### config.mk
export PLATFORM = sky130hd
export DESIGN_NAME = settings_frame_parser_top
export DESIGN_NICKNAME = d
export VERILOG_FILES = /design/src/hw/rtl/sfp_pkg.sv /design/src/hw/rtl/sfp_assembler.sv /design/src/hw/rtl/sfp_settings.sv /design/src/hw/rtl/sfp_out_buf.sv /design/src/hw/rtl/settings_frame_parser_top.sv
export SDC_FILE = /design/constraint.sdc
export NUM_CORES = 1
export LEC_CHECK = 0
export ABC_AREA = 0
export ABC_CLOCK_PERIOD_IN_PS = 6900
export BUFFER_PORTS_ARGS = -buffer_cell sky130_fd_sc_hd__buf_4
export CAP_MARGIN = 20
export CORE_MARGIN = 10
export CORE_UTILIZATION = 45
export DETAILED_ROUTE_END_ITERATION = 8
export GPL_TIMING_DRIVEN = 1
export PLACE_DENSITY = 0.6
export SLEW_MARGIN = 20
export SYNTH_ARGS = -nofsm -noshare
export SYNTH_HDL_FRONTEND = slang
export SYNTH_HIERARCHICAL = 1
export SYNTH_SLANG_ARGS = --single-unit
### constraint.sdc
create_clock -name clock -period 6.9 [get_ports clock]
set_input_delay 1.725 -clock clock [delete_from_list [all_inputs] [get_ports clock]]
set_output_delay 1.725 -clock clock [all_outputs]
set_load 0.005 [all_outputs]
### src/hw/rtl/sfp_pkg.sv
`timescale 1ns / 1ps
// ----------------------------------------------------------------------------
// sfp_pkg
// Shared types and constants of the settings frame parser.
// ----------------------------------------------------------------------------
package sfp_pkg;

   localparam int unsigned CMD_W    = 2;
   localparam int unsigned STATUS_W = 3;
   localparam int unsigned POS_W    = 3;
   localparam int unsigned SHIFT_W  = 40;
   localparam int unsigned IDENT_W  = 16;
   localparam int unsigned VALUE_W  = 32;

   localparam logic [CMD_W-1:0] CMD_BYTE    = 2'd0;
   localparam logic [CMD_W-1:0] CMD_END     = 2'd1;
   localparam logic [CMD_W-1:0] CMD_RESTORE = 2'd2;

   localparam logic [STATUS_W-1:0] ST_OK     = 3'd0;
   localparam logic [STATUS_W-1:0] ST_LENGTH = 3'd1;
   localparam logic [STATUS_W-1:0] ST_PUSH   = 3'd2;
   localparam logic [STATUS_W-1:0] ST_WINDOW = 3'd3;
   localparam logic [STATUS_W-1:0] ST_FRAME  = 3'd4;

   localparam logic [IDENT_W-1:0] ID_TABLE_SIZE  = 16'd1;
   localparam logic [IDENT_W-1:0] ID_PUSH        = 16'd2;
   localparam logic [IDENT_W-1:0] ID_STREAMS     = 16'd3;
   localparam logic [IDENT_W-1:0] ID_WINDOW      = 16'd4;
   localparam logic [IDENT_W-1:0] ID_FRAME_SIZE  = 16'd5;
   localparam logic [IDENT_W-1:0] ID_LIST_SIZE   = 16'd6;

   localparam logic [POS_W-1:0] LAST_POS = 3'd5;

   localparam logic [23:0] MIN_FRAME_SIZE = 24'd16384;

   typedef struct packed {
      logic [31:0] table_size;
      logic        push;
      logic [31:0] streams;
      logic [30:0] window;
      logic [23:0] frame_size;
      logic [31:0] list_size;
   } settings_type;

   localparam settings_type SET_DEFAULT = '{
      table_size: 32'd4096,
      push:       1'b1,
      streams:    32'hFFFF_FFFF,
      window:     31'd65535,
      frame_size: 24'd16384,
      list_size:  32'hFFFF_FFFF
   };

   typedef struct packed {
      logic               done;
      logic               pos_nonzero;
      logic [IDENT_W-1:0] ident;
      logic [VALUE_W-1:0] value;
   } entry_type;

   typedef struct packed {
      logic [STATUS_W-1:0] status;
      settings_type        live;
   } result_type;

endpackage

### src/hw/rtl/sfp_assembler.sv
`timescale 1ns / 1ps
// ----------------------------------------------------------------------------
// sfp_assembler
// Collects payload bytes into 6-byte identifier/value entries.
// ----------------------------------------------------------------------------
module sfp_assembler
   import sfp_pkg::*;
(
   input  logic             clock,
   input  logic             reset,
   input  logic             beat,
   input  logic [CMD_W-1:0] command,
   input  logic [7:0]       payload_byte,
   output entry_type        entry
);

   logic [POS_W-1:0]   pos_ff,   pos_in;
   logic [SHIFT_W-1:0] shift_ff, shift_in;
   logic               last;

   assign last = (pos_ff >= LAST_POS);

   always_comb begin
      pos_in   = pos_ff;
      shift_in = shift_ff;
      if (beat) begin
         case (command) inside
            CMD_BYTE: begin
               if (last) begin
                  pos_in   = '0;
                  shift_in = '0;
               end else begin
                  pos_in   = pos_ff + POS_W'(1);
                  shift_in = {shift_ff[SHIFT_W-9:0], payload_byte};
               end
            end
            CMD_END, CMD_RESTORE: begin
               pos_in   = '0;
               shift_in = '0;
            end
            default: begin
            end
         endcase
      end
   end

   always_comb begin
      entry.done        = beat && (command == CMD_BYTE) && last;
      entry.pos_nonzero = (pos_ff != '0);
      entry.ident       = shift_ff[39:24];
      entry.value       = {shift_ff[23:0], payload_byte};
   end

   always_ff @(posedge clock) begin
      if (reset) begin
         pos_ff   <= '0;
         shift_ff <= '0;
      end else begin
         pos_ff   <= pos_in;
         shift_ff <= shift_in;
      end
   end

endmodule

### src/hw/rtl/sfp_settings.sv
`timescale 1ns / 1ps
// ----------------------------------------------------------------------------
// sfp_settings
// Pending and live settings, entry range checks, commit and restore.
// ----------------------------------------------------------------------------
module sfp_settings
   import sfp_pkg::*;
(
   input  logic             clock,
   input  logic             reset,
   input  logic             beat,
   input  logic [CMD_W-1:0] command,
   input  entry_type        entry,
   output logic             result_push,
   output result_type       result
);

   settings_type        live_ff,  live_in;
   settings_type        pend_ff,  pend_in;
   logic [STATUS_W-1:0] error_ff, error_in;
   settings_type        pend_upd;
   logic [STATUS_W-1:0] error_upd;
   settings_type        commit;

   // range checks on a finished entry
   always_comb begin
      pend_upd  = pend_ff;
      error_upd = error_ff;
      if (entry.done && (error_ff == ST_OK)) begin
         case (entry.ident)
            ID_TABLE_SIZE: pend_upd.table_size = entry.value;
            ID_PUSH: begin
               if (entry.value[31:1] != '0) begin
                  error_upd = ST_PUSH;
               end else begin
                  pend_upd.push = entry.value[0];
               end
            end
            ID_STREAMS: pend_upd.streams = entry.value;
            ID_WINDOW: begin
               if (entry.value[31]) begin
                  error_upd = ST_WINDOW;
               end else begin
                  pend_upd.window = entry.value[30:0];
               end
            end
            ID_FRAME_SIZE: begin
               if ((entry.value[31:24] != '0) || (entry.value[23:0] < MIN_FRAME_SIZE)) begin
                  error_upd = ST_FRAME;
               end else begin
                  pend_upd.frame_size = entry.value[23:0];
               end
            end
            ID_LIST_SIZE: pend_upd.list_size = entry.value;
            default: begin
            end
         endcase
      end
   end

   assign commit = entry.pos_nonzero ? live_ff : pend_ff;

   always_comb begin
      live_in     = live_ff;
      pend_in     = pend_ff;
      error_in    = error_ff;
      result_push = 1'b0;
      result      = '{status: ST_OK, live: commit};
      if (beat) begin
         case (command)
            CMD_BYTE: begin
               pend_in  = pend_upd;
               error_in = error_upd;
            end
            CMD_END: begin
               live_in       = commit;
               pend_in       = commit;
               error_in      = ST_OK;
               result_push   = 1'b1;
               result.status = entry.pos_nonzero ? ST_LENGTH : error_ff;
            end
            CMD_RESTORE: begin
               live_in  = SET_DEFAULT;
               pend_in  = SET_DEFAULT;
               error_in = ST_OK;
            end
            default: begin
            end
         endcase
      end
   end

   always_ff @(posedge clock) begin
      if (reset) begin
         live_ff  <= SET_DEFAULT;
         pend_ff  <= SET_DEFAULT;
         error_ff <= ST_OK;
      end else begin
         live_ff  <= live_in;
         pend_ff  <= pend_in;
         error_ff <= error_in;
      end
   end

endmodule

### src/hw/rtl/sfp_out_buf.sv
`timescale 1ns / 1ps
// ----------------------------------------------------------------------------
// sfp_out_buf
// Result register with a skid stage so the input side keeps moving.
// ----------------------------------------------------------------------------
module sfp_out_buf
   import sfp_pkg::*;
(
   input  logic       clock,
   input  logic       reset,
   input  logic       push,
   input  result_type push_data,
   output logic       full,
   output logic       out_valid,
   input  logic       out_stall,
   output result_type out_data
);

   logic       out_valid_ff,  out_valid_in;
   result_type out_data_ff,   out_data_in;
   logic       skid_valid_ff, skid_valid_in;
   result_type skid_data_ff,  skid_data_in;

   always_comb begin
      out_valid_in  = out_valid_ff;
      out_data_in   = out_data_ff;
      skid_valid_in = skid_valid_ff;
      skid_data_in  = skid_data_ff;
      if (!out_valid_ff || !out_stall) begin
         out_valid_in  = skid_valid_ff || push;
         out_data_in   = skid_valid_ff ? skid_data_ff : push_data;
         skid_valid_in = 1'b0;
      end else if (push) begin
         skid_valid_in = 1'b1;
         skid_data_in  = push_data;
      end
   end

   always_ff @(posedge clock) begin
      if (reset) begin
         out_valid_ff  <= 1'b0;
         skid_valid_ff <= 1'b0;
      end else begin
         out_valid_ff  <= out_valid_in;
         skid_valid_ff <= skid_valid_in;
      end
      out_data_ff  <= out_data_in;
      skid_data_ff <= skid_data_in;
   end

   assign full      = skid_valid_ff;
   assign out_valid = out_valid_ff;
   assign out_data  = out_data_ff;

   // skid only fills behind a held result
   a_skid_behind_out: assert property (@(posedge clock) disable iff (reset)
      skid_valid_ff |-> out_valid_ff)
      else $error("skid beat without result beat");

   a_no_push_when_full: assert property (@(posedge clock) disable iff (reset)
      push |-> !skid_valid_ff)
      else $error("beat pushed into full skid");

   a_drain_empties: assert property (@(posedge clock) disable iff (reset)
      (out_valid_ff && !out_stall && !skid_valid_ff && !push) |=> !out_valid_ff)
      else $error("result beat repeated");

   a_skid_moves_up: assert property (@(posedge clock) disable iff (reset)
      (skid_valid_ff && !out_stall) |=> (out_valid_ff && !skid_valid_ff))
      else $error("skid beat lost");

endmodule

### src/hw/rtl/settings_frame_parser_top.sv
`timescale 1ns / 1ps
// ----------------------------------------------------------------------------
// settings_frame_parser_top
// HTTP/2 SETTINGS payload parser with pending and live settings.
// ----------------------------------------------------------------------------
// usage
//   req channel: one beat per command; command byte shifts payload_byte into
//   the current 6-byte entry, end closes the frame, restore reloads defaults.
//   each finished entry is range checked and applied to the pending copy;
//   after the first bad entry nothing more is applied in that frame.
//   rsp channel: one beat per end command with status and the live settings,
//   committed only when the payload length is a multiple of six.
// timing
//   one req beat accepted per cycle while req_stall is low; state updates in
//   the cycle of acceptance. the rsp beat for an end beat is registered in the
//   result register, or in the skid entry while rsp is stalled.
// stall
//   a result register plus one skid entry sit on the rsp side; req_stall
//   rises only when both hold a beat, and drops once rsp takes one.
// reset
//   synchronous; live and pending settings take protocol defaults, the entry
//   in progress and the recorded error are cleared, no rsp beat is pending.
// ----------------------------------------------------------------------------
module settings_frame_parser_top
   import sfp_pkg::*;
(
   input  logic                clock,
   input  logic                reset,
   input  logic                req_valid,
   output logic                req_stall,
   input  logic [CMD_W-1:0]    req_command,
   input  logic [7:0]          req_payload_byte,
   output logic                rsp_valid,
   input  logic                rsp_stall,
   output logic [STATUS_W-1:0] rsp_status,
   output logic [31:0]         rsp_table_size,
   output logic                rsp_push_allowed,
   output logic [31:0]         rsp_stream_limit,
   output logic [30:0]         rsp_start_window,
   output logic [23:0]         rsp_frame_limit,
   output logic [31:0]         rsp_list_limit
);

   logic       beat;
   logic       full;
   entry_type  entry;
   logic       result_push;
   result_type result;
   result_type rsp_data;

   assign beat      = req_valid && !full;
   assign req_stall = full;

   sfp_assembler u_assembler (
      .clock        (clock),
      .reset        (reset),
      .beat         (beat),
      .command      (req_command),
      .payload_byte (req_payload_byte),
      .entry        (entry)
   );

   sfp_settings u_settings (
      .clock       (clock),
      .reset       (reset),
      .beat        (beat),
      .command     (req_command),
      .entry       (entry),
      .result_push (result_push),
      .result      (result)
   );

   sfp_out_buf u_out_buf (
      .clock     (clock),
      .reset     (reset),
      .push      (result_push),
      .push_data (result),
      .full      (full),
      .out_valid (rsp_valid),
      .out_stall (rsp_stall),
      .out_data  (rsp_data)
   );

   assign rsp_status       = rsp_data.status;
   assign rsp_table_size   = rsp_data.live.table_size;
   assign rsp_push_allowed = rsp_data.live.push;
   assign rsp_stream_limit = rsp_data.live.streams;
   assign rsp_start_window = rsp_data.live.window;
   assign rsp_frame_limit  = rsp_data.live.frame_size;
   assign rsp_list_limit   = rsp_data.live.list_size;

endmodule
; ---- After elaboration in Yosys (flattened, before gate mapping)
; Cells that the tools add are included.
[word_totals]
word_cells = 118
regBits = 662
[op_classes]
n_eq_ne = 22
bitwise = 1
n_lt_le_gt_ge = 2
add_sub_neg = 1
muxes = 31
reduce_logical = 30
[ops]
columns = operator, count
row1 = 152-bit one-hot mux with 3 select lines, 1
row2 = 152-bit two-way mux, 2
row3 = 152-bit one-hot mux with 2 select lines, 1
row4 = 155-bit two-way mux, 1
row5 = 40-bit two-way mux, 3
row6 = 32-bit two-way mux, 3
row7 = 31-bit two-way mux, 2
row8 = "16-bit by 3-bit == test with 1-bit output, second input constant", 3
row9 = 24-bit two-way mux, 2
row10 = "16-bit by 2-bit == test with 1-bit output, second input constant", 2
row11 = 31-bit nonzero test, 1
row12 = 3-bit two-way mux, 10
row13 = "24-bit by 15-bit less-than comparator with 1-bit output, second input constant", 1
row14 = "16-bit by 1-bit == test with 1-bit output, second input constant", 1
row15 = 5-bit AND reduction, 3
row16 = "2-bit by 1-bit != test with 1-bit output, second input constant", 7
row17 = 4-bit AND reduction, 3
row18 = 3-bit one-hot mux with 3 select lines, 1
row19 = 8-bit nonzero test, 1
row20 = 7-bit AND reduction, 1
row21 = "2-bit != test, second input constant", 3
row22 = "3-bit by 2-bit != test with 1-bit output, second input constant", 2
row23 = 3-bit one-hot mux with 2 select lines, 1
row24 = 2-bit AND reduction, 3
row25 = other kinds (16), 29

; ---- Logic depth before layout (Yosys ltp)
; Gate-level depths: netlist (run 1).
[logic_depth]
ltp_word = 7
depth_mapped = 11
depth_no_buf = 8

; ---- Hierarchy
; The synthesis (run 1) kept the hierarchy.
[by_module_without_submodules]
columns = mod, seq_area_each_um2, instances, cells_each, area_each_um2
row1 = sfp_settings, 6145.9, 1, 1651, 14232.4
row2 = sfp_out_buf, 9349.0, 1, 489, 11303.3
row3 = sfp_assembler, 860.8, 1, 171, 1731.7
row4 = settings_frame_parser_top, 0.0, 1, 1, 13.8

; ---- Worst setup path before layout (run 1)
; Ideal clock, no wire load.
[synth_timing]
kind = input port to flip-flop
startpoint = in req_command[1]
endpoint = reg u_out_buf/skid_data_ff[0] (netlist bit) (enable)
setup_slack_ns = 0.645
setup_ns = 0.534
arrival_ns = 5.721
stages = 5
path_cell_list = inv_1 -> ha_1 -> nand2_1 -> inv_1 -> and3_1
[synth_via]
elab_chain_cells = 4
[synth_lines]
columns = element, line
row1 = start: declaration, settings_frame_parser_top.sv:31  ; input logic [CMD_W-1:0] req_command,
row2 = 2-bit by 1-bit == test with 1-bit output, sfp_settings.sv:70  ; case (command)
row3 = 1-bit two-way mux, sfp_settings.sv:70
row4 = 1-bit two-way mux, sfp_settings.sv:69  ; if (beat) begin
row5 = net result_push, settings_frame_parser_top.sv:47  ; logic result_push;
row6 = 2-bit AND reduction (no line), -
row7 = end signal: assignment, sfp_out_buf.sv:48  ; skid_data_ff <= skid_data_in;
row8 = end: declaration, sfp_out_buf.sv:22  ; result_type skid_data_ff, skid_data_in;
; The timed path passes the listed nets, and every way through them passes these cells.
; A chain may end at the register's enable or synchronous reset.

; ---- Worst setup path after layout (run 1)
[layout_timing]
startpoint = in req_command[0]
endpoint = reg u_settings/live_ff[80] (netlist bit)
[layout_via]
elab_chain_cells = 3
[layout_lines]
columns = element, line
row1 = 2-bit == test or 2-bit by 1-bit == test with 1-bit output (tied branches), sfp_settings.sv:70
row2 = 2-bit nonzero test (no line), -
row3 = 2-bit AND reduction (no line), -
row4 = end signal: assignment, sfp_settings.sv:99  ; live_ff <= live_in;
row5 = end: declaration, sfp_settings.sv:18  ; settings_type live_ff, live_in;
; Several ways; a longest one is shown, not always the timed one.

==> metrics.md, run 1 <==
| Metric | Value |
|---|---|
| Area delta synth->final | 14.03% |
| Synth unique cells | 58 |
| Top Metal Used | met5 |
| Adder-Cell Fraction of Synth Area | 0.2752% |
| Post-Route WL | between 60,000 and 70,000 um |
| Netlist Area Pre-Place | 27,280 um^2 |
| Worst reg2reg endpoint | u_settings/pend_ff[116] |
| Die height | 266.2 um |
| Final Hold Vio Count | 0 |
| Syn Area/Cell | 11.80 um^2 |
| DRC | 0 |
| Sink of the worst hold path | u_settings/live_ff[6] |
| Status | finished clean |
| DRT met1 WL | between 30,000 and 40,000 um |
| Critical path arrival | 4.80 ns |
| Pwr Density | 286.8 nW/um^2 |
| Met3 Wirelength | roughly 3900 um |
| Total chip power | 8.922 mW |
| Grt total ovfl | 0 |
| Yosys top cell area share | 34.12% |
| DR vias | between 15,000 and 20,000 |
| Mux contribution to synthesized area | between 10% and 20% |
| Most frequent cells in the layout | nor2_1 (436), dfxtp_1 (351), edfxtp_1 (310) |
| Pins Over Slew Limit | 0 |
| Worst reg2reg path startpoint | u_assembler/pos_ff[0] |
| CTS root buffer | clkbuf_16 |
| Syn_nets | 2,332 |
| Layout cells sized above 1 | approximately a quarter |
| Tot GR Track Use | 18.53% |
| Inserted Clock Buffers | 71 |
| Post-Place Cells | 3,088 |
| Hold buffer count at cts | 0 |
| Hold path depth | 1 |
| Finished Layout Cells | 3,222 |
| Largest family of logic cells by synthesized area | multiplexers |
| Post-CTS Setup Inserts | 0 |
| Setup crit start kind | primary input |
| Synth Flop Type | dfxtp_1 |
| Required time of the critical path | between 7 and 8 ns |
| Clock transition at path regs | around 0.06 ns |
| Rel. slew slack | 20.06% |
| Setup repair after global routing missed its margin | false |
| # fillers | 5,083 |
| H-tree depth | 3 |
| HP Class | reg -> reg |
| Worst reg2reg path depth | 9 |
| Die ar. | just over 70,000 um^2 |
| Rows | 90 |
| EDFF count, synth | a little over 300 |
| First-pass GRT wire length | 104,700 um |
| Reg area | 16,360 um^2 |
| ANT nets after route | 0 |
| Leak pwr | 11.11 nW |
| Nets | 2,399 |
| Area taken by multi-input logic gates | approximately 10,000 um^2 |
| Final Util | 51.64% |
| Synth area leaders | edfxtp_1 (34%), dfxtp_1 (26%), mux2_2 (13%) |
| Synth area leader | edfxtp_1 |
| Max Root-Sink Buffers | 3 |
| Port bufs | 170 |
| TritonCTS clock tree | yes |
| Synth Area in Compound Gates | 11.92% |
| Crit Path Max Fanout | 236 |
| Initial Util | between 40% and 50% |
| Ports | 171 |
| DP Worst Slack | 2.214 ns |
| Layout Skew | 0.02588 ns |
| Worst-Skew Late Latency | 0.62 ns |
| CTS sink cnt | 662 |
| CP Capture Type | flop |
| Synth Area in XOR/XNOR | 0% |
| Largest net degree at the start of global routing | 237 |
| Fmax | around 230 MHz |
| Vias in the first global route | 17,934 |
| Post-Synth Simple-Gate Area | 10.29% |
| Crit Path Category | in -> reg |
| Yosys Warn Count | 6 |
| Synthesized flop and latch total | 662 |
| DR vias/cell | 5.764 |
| Post-Syn Instances | around 2,300 |
| # setup viols final | 0 |
| Max VDD drop | 176.1 uV |
| Initial drt markers | about 1,600 |
| Worst Tran Pin Value | 1.199 ns |
| Setup TNS Final | 0 ns |
| Met2 WL | roughly 32,000 um |
| Max cap viols | 0 |
| GP Congestion | 0.8510 |
| Sequential fraction of the synthesis area | 59.95% |
| Initial antenna violation count | 6 |
| Post-CTS sizing | 0 |
| Commonest non-fill, non-tap cell in the layout | nor2_1 |
| Crit share post-route | 61.92% |
| Clock period minus worst slack | 4.272 ns |
| Routed len/inst | 21.13 um |
| Flop2flop setup slack | 3.49 ns |
| Core area | 60,250 um^2 |
| Drt first pass iters | 5 |
| HPWL Detailed | 41,390 um |
| Hold Startpoint | u_settings/live_ff[6] |
| Die W | 266.2 um |
| Setup WS post-layout | 2.628 ns |
| Ys async rst share | 0% |
-- metal layers --
metal,up-vias,global-route usage (%)
li1,8655,-
met4,6,6.748
met1,9282,25.18
met5,-,0
met3,114,3.617
met2,516,28.98
-- critical path: stages --
cell	delay [ns]
buf_4	0.13
inv_1	0.09
ha_1	0.53
nand2_4	0.10
buf_12	0.32
nor2_4	0.99
buf_4	0.38
a22oi_1	0.10
nor2_1	0.14
-- synth_stat cells, types with 2 or more instances --
cell	number
a211oi_1	43
nor2b_1	19
nor2_1	437
a32oi_1	41
and2_1	2
a21oi_1	126
buf_1	7
edfxtp_1	310
a211o_1	86
ha_1	6
o21ai_0	51
nor4_1	37
mux2_2	307
buf_4	9
buf_2	21
inv_1	5
nor3_1	57
o41ai_2	2
nand4_1	2
nand2b_1	19
or2_2	3
mux2i_1	31
or2_1	2
a31oi_1	2
a311oi_1	28
or4_1	2
a22oi_1	69
nand4b_1	3
clkbuf_1	140
nand2_1	39
buf_6	25
dfxtp_1	352
o21a_1	2
nor3b_1	3
-- logic make-up after synthesis --
kind of cell / count (synthesis)
fa+ha+maj: 6
compound gates: 461
buf+inv: 207
mux: 338
flops: 662
simple gates: 638
-- worst max path at each step --
| stage | from | to | depth (start not counted) |
|---|---|---|---|
| final | req_command[0] | u_settings/live_ff[80] | 9 |
| after global routing | req_command[0] | u_settings/live_ff[143] | 9 |
| after global placement | req_command[0] | u_settings/pend_ff[126] | 10 |
| after CTS | req_command[0] | u_settings/pend_ff[122] | 10 |
| after floorplan | req_command[1] | u_out_buf/skid_data_ff[0] | 5 |
| after detailed placement | req_command[0] | u_settings/pend_ff[123] | 10 |
-- flip-flops by register name, summed over array words and instances, names as in the netlist --
name / count
u_out_buf/skid_data_ff: 155
u_out_buf/out_data: 155
u_settings/pend_ff: 152
u_assembler/pos_ff: 3
u_settings/live_ff: 152
u_out_buf/full: 1
u_settings/error_ff: 3
u_assembler/shift_ff: 40
u_out_buf/out_valid: 1
-- metrics by stage --
stage / instance area, um^2 / hold slack, ns
after floorplan: 27280 / 0.4296
after global placement: 28880 / 0.4359
after detailed placement: 28880 / 0.4469
after CTS: 31100 / 0.4608
after global routing: 31100 / 0.4770
final: 31110 / 0.4578
-- area by class of cell --
| cell class | instances | area share [%] |
|---|---|---|
| multi-input combinational | 1443 | 32.17 |
| clock inverter | 24 | 0.4545 |
| tap | 782 | 3.145 |
| clock buffer | 108 | 6.689 |
| antenna | 2 | 0.01609 |
| timing repair buffer | 196 | 4.875 |
| sequential | 662 | 52.59 |
| inverter | 5 | 0.06033 |
-- report_power, final --
group | leakage (nW) | switching, mW | internal [mW] | total [mW]
Clock | 1.09 | 1.52 | 2.12 | 3.64
Sequential | 5.85 | 0.0862 | 4.33 | 4.41
Combinational | 4.18 | 0.496 | 0.369 | 0.865
Total | 11.1 | 2.11 | 6.82 | 8.92
Power figures use the tool's default switching activity.
==> run 2: changes to the inputs <==
--- a/config.mk
+++ b/config.mk
@@ -6,7 +6,7 @@
 export NUM_CORES = 1
 export LEC_CHECK = 0
 export ABC_AREA = 0
-export ABC_CLOCK_PERIOD_IN_PS = 6900
+export ABC_CLOCK_PERIOD_IN_PS = 4200
 export BUFFER_PORTS_ARGS = -buffer_cell sky130_fd_sc_hd__buf_4
 export CAP_MARGIN = 20
 export CORE_MARGIN = 10
==> constraint.sdc (replaced) <==
create_clock -name clock -period 4.2 [get_ports clock]
set_input_delay 1.05 -clock clock [delete_from_list [all_inputs] [get_ports clock]]
set_output_delay 1.05 -clock clock [all_outputs]
set_load 0.005 [all_outputs]
==> metrics.md, run 2 (synthesis results as in run 1) <==
| Metric | Value |
|---|---|
| Pins Over Slew Limit | 0 |
| Ports | 171 |
| Routed len/inst | 20.93 um |
| Layout Skew | approximately 0.016 ns |
| # setup viols final | 0 |
| Initial drt markers | 1,535 |
| Leak pwr | 11.28 nW |
| Final Util | 52.23% |
| DRC | 0 |
| Initial antenna violation count | 2 |
| Worst-path cell chain | buf_12, buf_4 |
| Crit Path Max Fanout | 157 |
| Post-CTS sizing | 0 |
| # fillers | 5,131 |
| Max VDD drop | 263.2 uV |
| Required time of the critical path | 3.15 ns |
| Most frequent cells in the layout | nor2_1 (436), dfxtp_1 (351), edfxtp_1 (310) |
| CP Capture Type | output pin |
| Post-CTS Setup Inserts | 0 |
| Setup crit start kind | flop |
| Drt first pass iters | 5 |
| Port bufs | 170 |
| Critical path's slowest cell | buf_12 |
| Area delta synth->final | 15.33% |
| Peak per-stage delay on the critical path | 0.57 ns |
| Post-Place Cells | 3,111 |
| Rel. slew slack | 36.27% |
| Die W | 266.2 um |
| HPWL Detailed | 40,880 um |
| Crit share post-route | a little over two thirds |
| Rows | 90 |
| Clock transition at path regs | 0.06 ns |
| Finished Layout Cells | 3,237 |
| Max cap viols | 0 |
| Initial Util | a little under half |
| Grt total ovfl | 0 |
| Crit Path Category | reg -> out |
| ANT nets after route | 0 |
| CTS sink cnt | about 660 |
| Setup TNS Final | 0 ns |
| Die height | 266.2 um |
| CTS root buffer | clkbuf_16 |
| Inserted Clock Buffers | 70 |
| Setup WS post-layout | 1.246 ns |
| Setup repair after global routing missed its margin | false |
| First-pass GRT wire length | roughly 110,000 um |
| Final Hold Vio Count | 0 |
| Worst-Skew Late Latency | 0.60 ns |
| HP Class | reg -> reg |
| DP Worst Slack | 0.9016 ns |
| Pwr Density | roughly 470 nW/um^2 |
| GP Congestion | 0.8021 |
| H-tree depth | 3 |
| Largest net degree at the start of global routing | between 150 and 200 |
| Worst Tran Pin Value | 0.9560 ns |
| Commonest non-fill, non-tap cell in the layout | nor2_1 |
| Layout cells sized above 1 | about a quarter |
| DR vias/cell | 5.735 |
| Max Root-Sink Buffers | 3 |
| Status | finished clean |
| Tot GR Track Use | 18.73% |
| Critical path arrival | 1.90 ns |
| Fmax | 338.5 MHz |
| TritonCTS clock tree | yes |
| Clock period minus worst slack | about 3 ns |
| DR vias | between 15,000 and 20,000 |
| Vias in the first global route | 18,436 |
| Nets | 2,421 |
| Post-Route WL | 67,760 um |
| Core area | 60,250 um^2 |
| Total chip power | 14.79 mW |
| Die ar. | ~71,000 um^2 |
| Hold buffer count at cts | 0 |
[run 2: cell types whose count changed in the layout (fill, tap and decap cells not counted), moves of 3 or more]
| cell | change |
|---|---|
| buf_4 | +11 |
| clkbuf_1 | -11 |
| bufinv_16 | +3 |
| clkinvlp_4 | +4 |
| clkinv_1 | -5 |
| buf_12 | +12 |
| clkinv_2 | +5 |
[run 2: final timing paths]
kind	start	end	slack (ns)	cells after the start
worst max-delay path	u_out_buf/full	req_stall	1.25	2
worst min-delay path	u_settings/live_ff[1]	u_settings/live_ff[1]	0.46	1
worst max register to register	u_assembler/pos_ff[0]	u_settings/pend_ff[89]	1.39	9
worst min register to register	u_settings/live_ff[1]	u_settings/live_ff[1]	0.46	1
[run 2: worst max-delay path: cells and delay by family, from the launching register on]
kind                   cells  cell delay (ns)
buffers and inverters      2             0.81
DFF                        1             0.37
[run 2: where the power goes]
part | internal (mW) | switching [mW] | total [mW] | leakage (nW)
logic | 0.627 | 0.821 | 1.45 | 4.32
registers | 7.11 | 0.138 | 7.25 | 5.85
clock network | 3.61 | 2.49 | 6.09 | 1.11
total | 11.3 | 3.45 | 14.8 | 11.3
[run 2: cell type report]
type                       count  area [um^2]  area share, %
clock buffer                  95         2012          6.394
clock inverter                30        256.5         0.8152
sequential                   662        16360          51.99
timing repair buffer         219         1839          5.846
multi-input combinational   1443         9997          31.77
inverter                       5        18.77        0.05965
antenna                        1        2.502       0.007953
tap                          782        978.4          3.110
[run 2: metal layers]
layer	wire [um]	track usage, %
met1	30930	25.85
met4	1335	5.451
met3	4323	4.060
met5	34	0
met2	31140	29.12
[run 2: metrics by stage]
| stage | cell area (um^2) | hold WS, ns |
|---|---|---|
| final | 31460 | 0.4568 |
| after global routing | 31460 | 0.4681 |
| after CTS | 31460 | 0.4592 |
| after detailed placement | 29190 | 0.4434 |
| after global placement | 29190 | 0.4360 |
| after floorplan | 27280 | 0.4296 |
